--- src/rtl/core/mme_pkg.sv ---
// Shared types and constants of the matrix multiply engine.
// Holds the input and result word layouts, mode and register codes.
// No dependencies.
package mme_pkg;

  localparam int MaxDim    = 8;
  localparam int ElemWidth = 16;
  localparam int AccWidth  = 40;
  localparam int CfgWidth  = 4;
  localparam int IdxWidth  = 3;
  localparam int CfgIdxW   = 2;

  typedef enum logic [1:0] {
    ModeLoadA   = 2'd0,
    ModeLoadB   = 2'd1,
    ModeCompute = 2'd2
  } mode_e;

  typedef enum logic [CfgIdxW-1:0] {
    CfgRowsA    = 2'd0,
    CfgInnerDim = 2'd1,
    CfgColsB    = 2'd2
  } cfg_idx_e;

  typedef struct packed {
    mode_e                        mode;
    logic [IdxWidth-1:0]          elem_row;
    logic [IdxWidth-1:0]          elem_col;
    logic signed [ElemWidth-1:0]  elem_value;
  } mme_in_t;

  typedef struct packed {
    logic [IdxWidth-1:0]          out_row;
    logic [IdxWidth-1:0]          out_col;
    logic signed [AccWidth-1:0]   product_value;
    logic                         last;
  } mme_out_t;

endpackage

--- src/rtl/core/matrix_multiply_engine.sv ---
// Matrix multiply engine: stores A and B in two synchronous RAMs and emits A*B.
// Loads are accepted only while the sequencer idles. Each result sums N products,
// read through the single read port of each RAM into the product and accumulate
// registers; a run forms M*P*N products and stalls while an output word is held.
// Reset: dimensions return to 8, the sequencer idles, the RAMs keep their contents
// (undefined until written, no clearing pass). Depends on mme_pkg.
module matrix_multiply_engine import mme_pkg::*; #(
  parameter int MAX_DIM = MaxDim
) (
  input  logic                 clk_i,
  input  logic                 rst_ni,
  input  logic                 in_valid_i,
  output logic                 in_stall_o,
  input  mme_in_t              in_word_i,
  output logic                 out_valid_o,
  input  logic                 out_stall_i,
  output mme_out_t             out_word_o,
  input  logic                 cfg_we_i,
  input  logic [CfgIdxW-1:0]   cfg_index_i,
  input  logic [CfgWidth-1:0]  cfg_data_i
);

  localparam int Depth = MAX_DIM * MAX_DIM;
  localparam int AddrW = (Depth > 1) ? $clog2(Depth) : 1;

  typedef enum logic [1:0] {
    StIdle = 2'b01,
    StRun  = 2'b10
  } seq_state_e;

  typedef struct packed {
    logic                valid;
    logic                first;
    logic                last_k;
    logic                is_end;
    logic [IdxWidth-1:0] row;
    logic [IdxWidth-1:0] col;
  } tag_t;

  function automatic logic [CfgWidth-1:0] clamp_dim(input logic [CfgWidth-1:0] d);
    logic [CfgWidth-1:0] res;
    res = d;
    if (d == '0) begin
      res = CfgWidth'(1);
    end else if (int'(d) > MAX_DIM) begin
      res = CfgWidth'(MAX_DIM);
    end
    return res;
  endfunction

  // configuration
  logic [CfgWidth-1:0] rows_q, inner_q, cols_q;

  always_ff @(posedge clk_i or negedge rst_ni) begin
    if (!rst_ni) begin
      rows_q  <= CfgWidth'(8);
      inner_q <= CfgWidth'(8);
      cols_q  <= CfgWidth'(8);
    end else if (cfg_we_i) begin
      unique case (cfg_index_i)
        CfgRowsA:    rows_q  <= cfg_data_i;
        CfgInnerDim: inner_q <= cfg_data_i;
        CfgColsB:    cols_q  <= cfg_data_i;
        default: ;
      endcase
    end
  end

  // sequencer
  seq_state_e          seq_q, seq_d;
  logic [CfgWidth-1:0] m_q, m_d, n_q, n_d, p_q, p_d;
  logic [CfgWidth-1:0] r_q, r_d, c_q, c_d, k_q, k_d;
  logic                adv, in_fire, issue;
  logic                k_last, c_last, r_last;

  logic                out_valid_q;
  mme_out_t            out_q;

  // the whole pipeline freezes while a finished word waits
  assign adv        = !out_valid_q || !out_stall_i;
  assign in_stall_o = (seq_q == StRun);
  assign in_fire    = in_valid_i && !in_stall_o;
  assign issue      = (seq_q == StRun) && adv;

  assign k_last = (k_q == n_q - CfgWidth'(1));
  assign c_last = (c_q == p_q - CfgWidth'(1));
  assign r_last = (r_q == m_q - CfgWidth'(1));

  always_comb begin
    seq_d = seq_q;
    m_d   = m_q;
    n_d   = n_q;
    p_d   = p_q;
    r_d   = r_q;
    c_d   = c_q;
    k_d   = k_q;
    unique case (seq_q)
      StIdle: begin
        if (in_fire && in_word_i.mode == ModeCompute) begin
          seq_d = StRun;
          m_d   = clamp_dim(rows_q);
          n_d   = clamp_dim(inner_q);
          p_d   = clamp_dim(cols_q);
          r_d   = '0;
          c_d   = '0;
          k_d   = '0;
        end
      end
      StRun: begin
        if (adv) begin
          if (!k_last) begin
            k_d = k_q + CfgWidth'(1);
          end else begin
            k_d = '0;
            if (c_last) begin
              c_d = '0;
              if (r_last) begin
                seq_d = StIdle;
              end else begin
                r_d = r_q + CfgWidth'(1);
              end
            end else begin
              c_d = c_q + CfgWidth'(1);
            end
          end
        end
      end
      default: seq_d = StIdle;
    endcase
  end

  always_ff @(posedge clk_i or negedge rst_ni) begin
    if (!rst_ni) begin
      seq_q <= StIdle;
      m_q   <= '0;
      n_q   <= '0;
      p_q   <= '0;
      r_q   <= '0;
      c_q   <= '0;
      k_q   <= '0;
    end else begin
      seq_q <= seq_d;
      m_q   <= m_d;
      n_q   <= n_d;
      p_q   <= p_d;
      r_q   <= r_d;
      c_q   <= c_d;
      k_q   <= k_d;
    end
  end

  // element stores
  logic [AddrW-1:0]            wr_addr, rd_addr_a, rd_addr_b;
  logic                        wr_ok, wr_a, wr_b;
  logic signed [ElemWidth-1:0] store_a_q [Depth];
  logic signed [ElemWidth-1:0] store_b_q [Depth];
  logic signed [ElemWidth-1:0] rd_a_q, rd_b_q;

  assign wr_ok   = (int'(in_word_i.elem_row) < MAX_DIM) &&
                   (int'(in_word_i.elem_col) < MAX_DIM);
  assign wr_addr = AddrW'(int'(in_word_i.elem_row) * MAX_DIM + int'(in_word_i.elem_col));
  assign wr_a    = in_fire && wr_ok && (in_word_i.mode == ModeLoadA);
  assign wr_b    = in_fire && wr_ok && (in_word_i.mode == ModeLoadB);

  assign rd_addr_a = AddrW'(int'(r_q) * MAX_DIM + int'(k_q));
  assign rd_addr_b = AddrW'(int'(k_q) * MAX_DIM + int'(c_q));

  // loads and reads never share a cycle: loads wait while the sequencer runs
  always_ff @(posedge clk_i) begin
    if (wr_a) begin
      store_a_q[wr_addr] <= in_word_i.elem_value;
    end
    if (issue) begin
      rd_a_q <= store_a_q[rd_addr_a];
    end
  end

  always_ff @(posedge clk_i) begin
    if (wr_b) begin
      store_b_q[wr_addr] <= in_word_i.elem_value;
    end
    if (issue) begin
      rd_b_q <= store_b_q[rd_addr_b];
    end
  end

  // pipeline tags and datapath
  tag_t                          s1_q, s2_q;
  logic signed [2*ElemWidth-1:0] prod_q;
  logic signed [AccWidth-1:0]    acc_q, acc_d;

  always_ff @(posedge clk_i or negedge rst_ni) begin
    if (!rst_ni) begin
      s1_q <= '0;
      s2_q <= '0;
    end else if (adv) begin
      s1_q.valid  <= issue;
      s1_q.first  <= (k_q == '0);
      s1_q.last_k <= k_last;
      s1_q.is_end <= k_last && c_last && r_last;
      s1_q.row    <= IdxWidth'(r_q);
      s1_q.col    <= IdxWidth'(c_q);
      s2_q        <= s1_q;
    end
  end

  always_ff @(posedge clk_i) begin
    if (adv) begin
      prod_q <= rd_a_q * rd_b_q;
    end
  end

  // restart the sum on the first product of each result
  assign acc_d = (s2_q.first ? AccWidth'(0) : acc_q) + AccWidth'(prod_q);

  always_ff @(posedge clk_i or negedge rst_ni) begin
    if (!rst_ni) begin
      acc_q       <= '0;
      out_valid_q <= 1'b0;
    end else if (adv) begin
      if (s2_q.valid) begin
        acc_q <= acc_d;
      end
      out_valid_q <= s2_q.valid && s2_q.last_k;
    end
  end

  always_ff @(posedge clk_i) begin
    if (adv && s2_q.valid && s2_q.last_k) begin
      out_q.out_row       <= s2_q.row;
      out_q.out_col       <= s2_q.col;
      out_q.product_value <= acc_d;
      out_q.last          <= s2_q.is_end;
    end
  end

  assign out_valid_o = out_valid_q;
  assign out_word_o  = out_q;

  // checks
  a_run_in_range: assert property (@(posedge clk_i) disable iff (!rst_ni)
    seq_q == StRun |-> n_q != '0 && k_q < n_q && c_q < p_q && r_q < m_q)
    else $error("sequencer index beyond latched dimension");

  a_compute_starts: assert property (@(posedge clk_i) disable iff (!rst_ni)
    in_fire && in_word_i.mode == ModeCompute |=> seq_q == StRun)
    else $error("compute word did not start the sequencer");

  a_end_is_last_k: assert property (@(posedge clk_i) disable iff (!rst_ni)
    s1_q.valid && s1_q.is_end |-> s1_q.last_k)
    else $error("run end tagged on a partial sum");

  a_no_load_in_run: assert property (@(posedge clk_i) disable iff (!rst_ni)
    (wr_a || wr_b) |-> !issue)
    else $error("store written while a read is issued");

  a_freeze_holds_sum: assert property (@(posedge clk_i) disable iff (!rst_ni)
    out_valid_q && out_stall_i |=> $stable(acc_q) && $stable(s2_q))
    else $error("pipeline advanced while the result word was held");

endmodule
--- config.mk ---
export PLATFORM = sky130hd
export DESIGN_NAME = matrix_multiply_engine
export DESIGN_NICKNAME = d
export VERILOG_FILES = /design/src/rtl/core/mme_pkg.sv /design/src/rtl/core/matrix_multiply_engine.sv
export SDC_FILE = /design/constraint.sdc
export NUM_CORES = 2
export LEC_CHECK = 0
export BUFFER_PORTS_ARGS = -buffer_cell sky130_fd_sc_hd__buf_2
export CAP_MARGIN = 10
export CELL_PAD_IN_SITES_DETAIL_PLACEMENT = 0
export CELL_PAD_IN_SITES_GLOBAL_PLACEMENT = 2
export CORE_MARGIN = 2
export CORE_UTILIZATION = 45
export DETAILED_ROUTE_END_ITERATION = 8
export PLACE_DENSITY = 0.71
export SYNTH_ARGS = -nofsm -noshare
export SYNTH_HDL_FRONTEND = slang
export SYNTH_SLANG_ARGS = --single-unit
--- constraint.sdc ---
create_clock -name clk_i -period 7.9 [get_ports clk_i]
set_clock_uncertainty 0.1 [all_clocks]
set_input_delay 1.185 -clock clk_i [delete_from_list [all_inputs] [get_ports clk_i]]
set_output_delay 1.185 -clock clk_i [all_outputs]
set_load 0.01 [all_outputs]
; Yosys cells after proc, flatten, opt, wreduce, memory -nomap -nowiden
; Memory sizes are Yosys's and may differ from the RTL's. A register that Yosys moved wholly into a read port is not among the register bits.
; Index checks and enable logic that the tools add are counted.
[word_totals]
ff_bits = 178
ram_bits = 2048
inputBits = 35
output_inout_bits = 49
wordCells = 120
memories = 2
[memory_table]
columns = memory, words, word_bits, rd, rd_ports_with_merged_regs, write_ports, line
row1 = store_a_q, 64, 16, 1, 1, 1, matrix_multiply_engine.sv:155  ; logic signed [ElemWidth-1:0] store_a_q [Depth];
row2 = store_b_q, 64, 16, 1, 1, 1, matrix_multiply_engine.sv:156  ; logic signed [ElemWidth-1:0] store_b_q [Depth];
[op_classes]
n_addsub = 10
multipliers = 1
order_cmp = 3
n_eq_ne = 15
n_mux = 30
n_reduce_logical = 30
[op_table]
columns = operator, count
row1 = 4-bit two-way mux, 16
row2 = 40-bit by 32-bit adder with 40-bit output, 1
row3 = 40-bit two-way mux, 1
row4 = 16-bit by 16-bit multiplier with 32-bit output, 1
row5 = 4-bit case mux with 2 select lines, 3
row6 = 4-bit zero test, 4
row7 = "4-bit by 1-bit adder with 4-bit output, second input constant", 3
row8 = 6-bit by 4-bit adder with 6-bit output, 2
row9 = 4-bit equality test, 3
row10 = "4-bit > comparator, second input constant", 3
row11 = "4-bit by 1-bit subtractor with 4-bit output, second input constant", 3
row12 = 1-bit logical AND, 10
row13 = 2-bit two-way mux, 5
row14 = 2-bit AND reduction, 5
row15 = "2-bit by 1-bit != test with 1-bit output, second input constant", 4
row16 = 6-bit by 3-bit adder with 6-bit output, 1
row17 = "2-bit by 1-bit equality test with 1-bit output, second input constant", 3
row18 = "2-bit equality test, second input constant", 3
row19 = 6-bit AND reduction, 1
row20 = 5-bit AND reduction, 1
row21 = 2-bit zero test, 2
row22 = 1-bit two-way mux, 4
row23 = "2-bit != test, second input constant", 2
row24 = 2-bit case mux with 2 select lines, 1
row25 = other kinds (5), 7

; Logic depth before layout (Yosys ltp)
[depth]
depth_word = 7
ltp_mapped = 25
depth_no_buf = 24

; Worst setup path before layout
; No wires, ideal clock.
[synth_timing]
path_kind = reg2reg
start = register rd_a_q[13], read port of store_a_q
end = register prod_q[25] (data pin)
t_arrival_ps = 6000
t_required_ps = 7542
path_slack_ps = 1542
path_stages_with_launch = 24
path_buffers = 1
cell_sequence = edfxtp_1 -> clkbuf_1 -> and2_1 -> fa_1 -> inv_1 -> fa_1 -> inv_1 -> fa_1 -> inv_1 -> fa_1 -> fa_1 -> fa_1 -> inv_1 -> ha_1 -> a21o_1 -> a21o_1 -> a21oi_1 -> o21bai_1 -> a221o_1 -> a41oi_1 -> o21ai_1 -> a221o_1 -> a21oi_1 -> xnor2_1
[synth_between]
elab_chain_cells = 1
[synth_rtl]
columns = element, line
row1 = "start, declared", matrix_multiply_engine.sv:157  ; logic signed [ElemWidth-1:0] rd_a_q, rd_b_q;
row2 = 16-bit by 16-bit multiplier with 32-bit output, matrix_multiply_engine.sv:209  ; prod_q <= rd_a_q * rd_b_q;
row3 = "end signal, assigned", matrix_multiply_engine.sv:209
row4 = "end, declared", matrix_multiply_engine.sv:189  ; logic signed [2*ElemWidth-1:0] prod_q;
; No other way between the ends.
; A chain may end at the register's enable or synchronous reset.

; Worst setup path in the final report
[layout_timing]
start = register rd_b_q[7], read port of store_b_q
end = register prod_q[31] (data pin)
[layout_between]
elab_chain_cells = 1
[layout_rtl]
columns = element, line
row1 = "start, declared", matrix_multiply_engine.sv:157
row2 = 16-bit by 16-bit multiplier with 32-bit output, matrix_multiply_engine.sv:209
; No other way between the ends.

==> flow_summary.ini <==
[yosys]
yosys.area.top_type_share = 0.6639
syn_area_um2 = 97660
ys_seq_area_frac = 0.6893
async_flop_share = 0.04384
synth-edff-count = 2159
netlist_top_cells_area = edfxtp_1 66%, mux4_2 15%, fa_1 5.4%
syn_inst = 4935
syn_avg_cell_area_um2 = 19.79
synth-main-ff-cell = edfxtp_1
yosysWarningCount = 0
synth_nets = 5365
synth_seq_cells = 2258
synth_area_leader_cell = edfxtp_1
yosysUniqueCellTypes = 66

[timing]
period_minus_slack_ps = 6971
finalSetupViolations = 0
rsz0062_at_grt = false
fin_crit_sh = 0.8824
tns_ps = 0
whs_ps = 225.7
fmax_ghz = 0.1435
slew_headroom = 0.1843
drv_slew = 0
tightest_slew_ps = 1223
hold_viol_final = 0

[route]
wl_per_cell_um = 28.82
drt_pass1_iterations = 7
vias_per_cell = 5.702
drcViolationCount = 0
ant_nets = 0
drtIter0Drc = 5043
wl_mm = 238.2
num_vias = 47140

[floorplanning]
initial_utilization = 0.4510
die_area_um2 = 220800
ioPinCount = 84
die_h_um = 469.8
num_rows = 171
core_area_um2 = 216500
fp.dieW_um = 469.8

[finish]
final_cell_mix = 2159 x edfxtp_1, 672 x mux4_2, 310 x inv_1
fillerInstances = 17340
layout-drive-gt1-share = 0.2522
syn_to_final_growth_pct = 12.74
multiInputGateArea_um2 = 28400
seq_area_um2 = 67340
final_nets = 5640
layout_commonest_cell = edfxtp_1

[setup_path]
cp_cell_sequence = nand2_1, fa_1, inv_1, fa_1, fa_1, inv_1, fa_1, fa_1, fa_1, inv_1, ha_1, a21o_1, a21o_1, a21oi_1, o21bai_1, a221o_1, a41oi_1, o21ai_1, a21oi_1, mux2i_1, a2111oi_0
path_buf_inv = 3
cp-start-kind = register
crit_fanout = 16
endpoint_kind = register
critPathTopFamily = adder cells
worstPathRequired_ps = 8410
critPathMaxStageDelay_ps = 790
critical_path_class = register to register
slowest_stage = edfxtp_1
crit_arrival_ps = 7480
crit_path_frequent_cell = fa_1

[power]
power_density_nw_per_um2 = 247.2
max-vdd-ir-drop_v = 0.0002125
power.leakage_nw = 36.67

[placement]
dp_hpwl_mm = 147.2
portBuffers = 83
gp_congestion = 0.7983

[grt]
grt_antenna_before_repair = 30
grt_max_degree = 98
grt_pass1_vias = 48470
grt-ovfl-total = 0
gr-usage-all-layers = 0.2179
grt_first_pass_wirelength_mm = 346.6

[cts]
cts_max_level = 4
cts_resized = 0
clock_path_buffers = 3
cts.clk_slew.worst_paths_ps = 60
tritoncts.num_buffers = 227
postCtsSetupBuffers = 0
cts_root_buf = clkbuf_16
cts_sinks = 2258
cts_tree = yes
cts_hold_buf = 0
worst_skew_pair.late_latency_ps = 890

[job]
max_cap_violations = 0

[min_path]
worstHoldPathType = input pin to asynchronous set/reset pin

[run_status]
status = completed
## kinds of logic after synthesis
logic type,count (synthesis),share of synthesized area
buffers and inverters,533,0.02056
xor gates and xnor gates,94,0.008430
DFF,2258,0.6893
muxes,724,0.1609
AOI/OAI and AO/OA,212,0.01452
adders and majority gates,395,0.07083
and+or+nand+nor,719,0.03544
## metrics by stage
step | cell area (um^2) | power, mW | std cells | worst slack, ps | utilization
after floorplan | 97660 | 15.53 | 4935 | 1542 | -
after global placement | 102400 | 16.51 | 7835 | 1017 | 0.4730
after detailed placement | 102400 | 16.54 | 7835 | 964.3 | 0.4730
after CTS | 110100 | 27.49 | 8263 | 940.5 | 0.5085
after global routing | 110100 | 28.21 | 8264 | 407.5 | 0.5085
final | 110100 | 27.22 | 8266 | 929.4 | 0.5085
## cell type report
cell class,instances,area share
diodes,3,0.00006818
clock buffers,272,0.05396
clock inverters,156,0.01571
inverters,311,0.01060
multi-input cells,2144,0.2580
flip-flops and latches,2258,0.6116
well taps,2854,0.03243
repair buffers,268,0.01768
## path summary, 6_finish.rpt
kind | startpoint | to | slack, ps | cells after the start
worst min register to register | s2_q[6] | out_word_o[0] | 360 | 0
worst max-delay path | rd_b_q[7] | prod_q[31] | 930 | 21
min in group clk_i | s2_q[6] | out_word_o[0] | 360 | 0
max in group asynchronous | rst_ni | k_q[2] | 6180 | 2
worst max register to register | rd_b_q[7] | prod_q[31] | 930 | 21
worst min-delay path | rst_ni | out_valid_o | 230 | 1
## worst reg2reg max path, cell delays in order, from the launching register on
cell and delay [ps]:
edfxtp_1 790, nand2_1 180, fa_1 560, inv_1 50, fa_1 400, fa_1 510
inv_1 60, fa_1 540, fa_1 420, fa_1 490, inv_1 50, ha_1 320
a21o_1 200, a21o_1 180, a21oi_1 150, o21bai_1 80, a221o_1 290, a41oi_1 360
o21ai_1 260, a21oi_1 220, mux2i_1 100, a2111oi_0 400
## synthesized netlist by cell type, types with 5 or more instances
master,instances
inv_1,310
xnor2_1,65
buf_2,6
edfxtp_1,2159
a22o_1,5
and2_1,132
o211ai_1,6
nand4_1,11
nor2b_1,47
nand3_1,20
a211o_1,5
a221o_1,5
o21bai_1,8
o21a_1,8
buf_1,60
nor3_1,17
nand3b_1,11
nor2_1,186
dfrtp_1,95
xor2_1,29
and3_1,9
a31oi_1,7
nand2_1,231
mux4_2,672
fa_1,263
o21ai_0,36
nand2b_1,22
a21o_1,42
o21ai_1,6
or3_1,8
mux2_2,48
a211oi_1,5
a21oi_1,54
ha_1,132
clkbuf_1,156
## per-layer routing
layer	wire (um)	vias up	share of wire	global-route usage
met5	25	-	0.00010	0
met4	4967	4	0.021	0.05031
met3	16330	278	0.069	0.03877
met2	112900	1466	0.47	0.3390
met1	104000	25440	0.44	0.3232
li1	-	19940	-	-
## sequential cells by signal, indices dropped and copies added (netlist names), 2 cells and up
name and cells:
p_q 4, store_a_q 1024, inner_q 4, s2_q 10
rd_b_q 16, rows_q 4, out_word_o 47, s1_q 10
c_q 4, n_q 4, rd_a_q 16, k_q 4
m_q 4, prod_q 32, store_b_q 1024, r_q 4
seq_q 2, cols_q 4, acc_q 40
## report_power, final
part           leakage [nW]  total (mW)  switching [mW]  internal (mW)
Combinational          12.2        2.72            1.61           1.12
Clock                  3.73        11.0            4.66           6.30
Sequential             20.7        13.5           0.140           13.4
(Power assumes the default switching activity.)
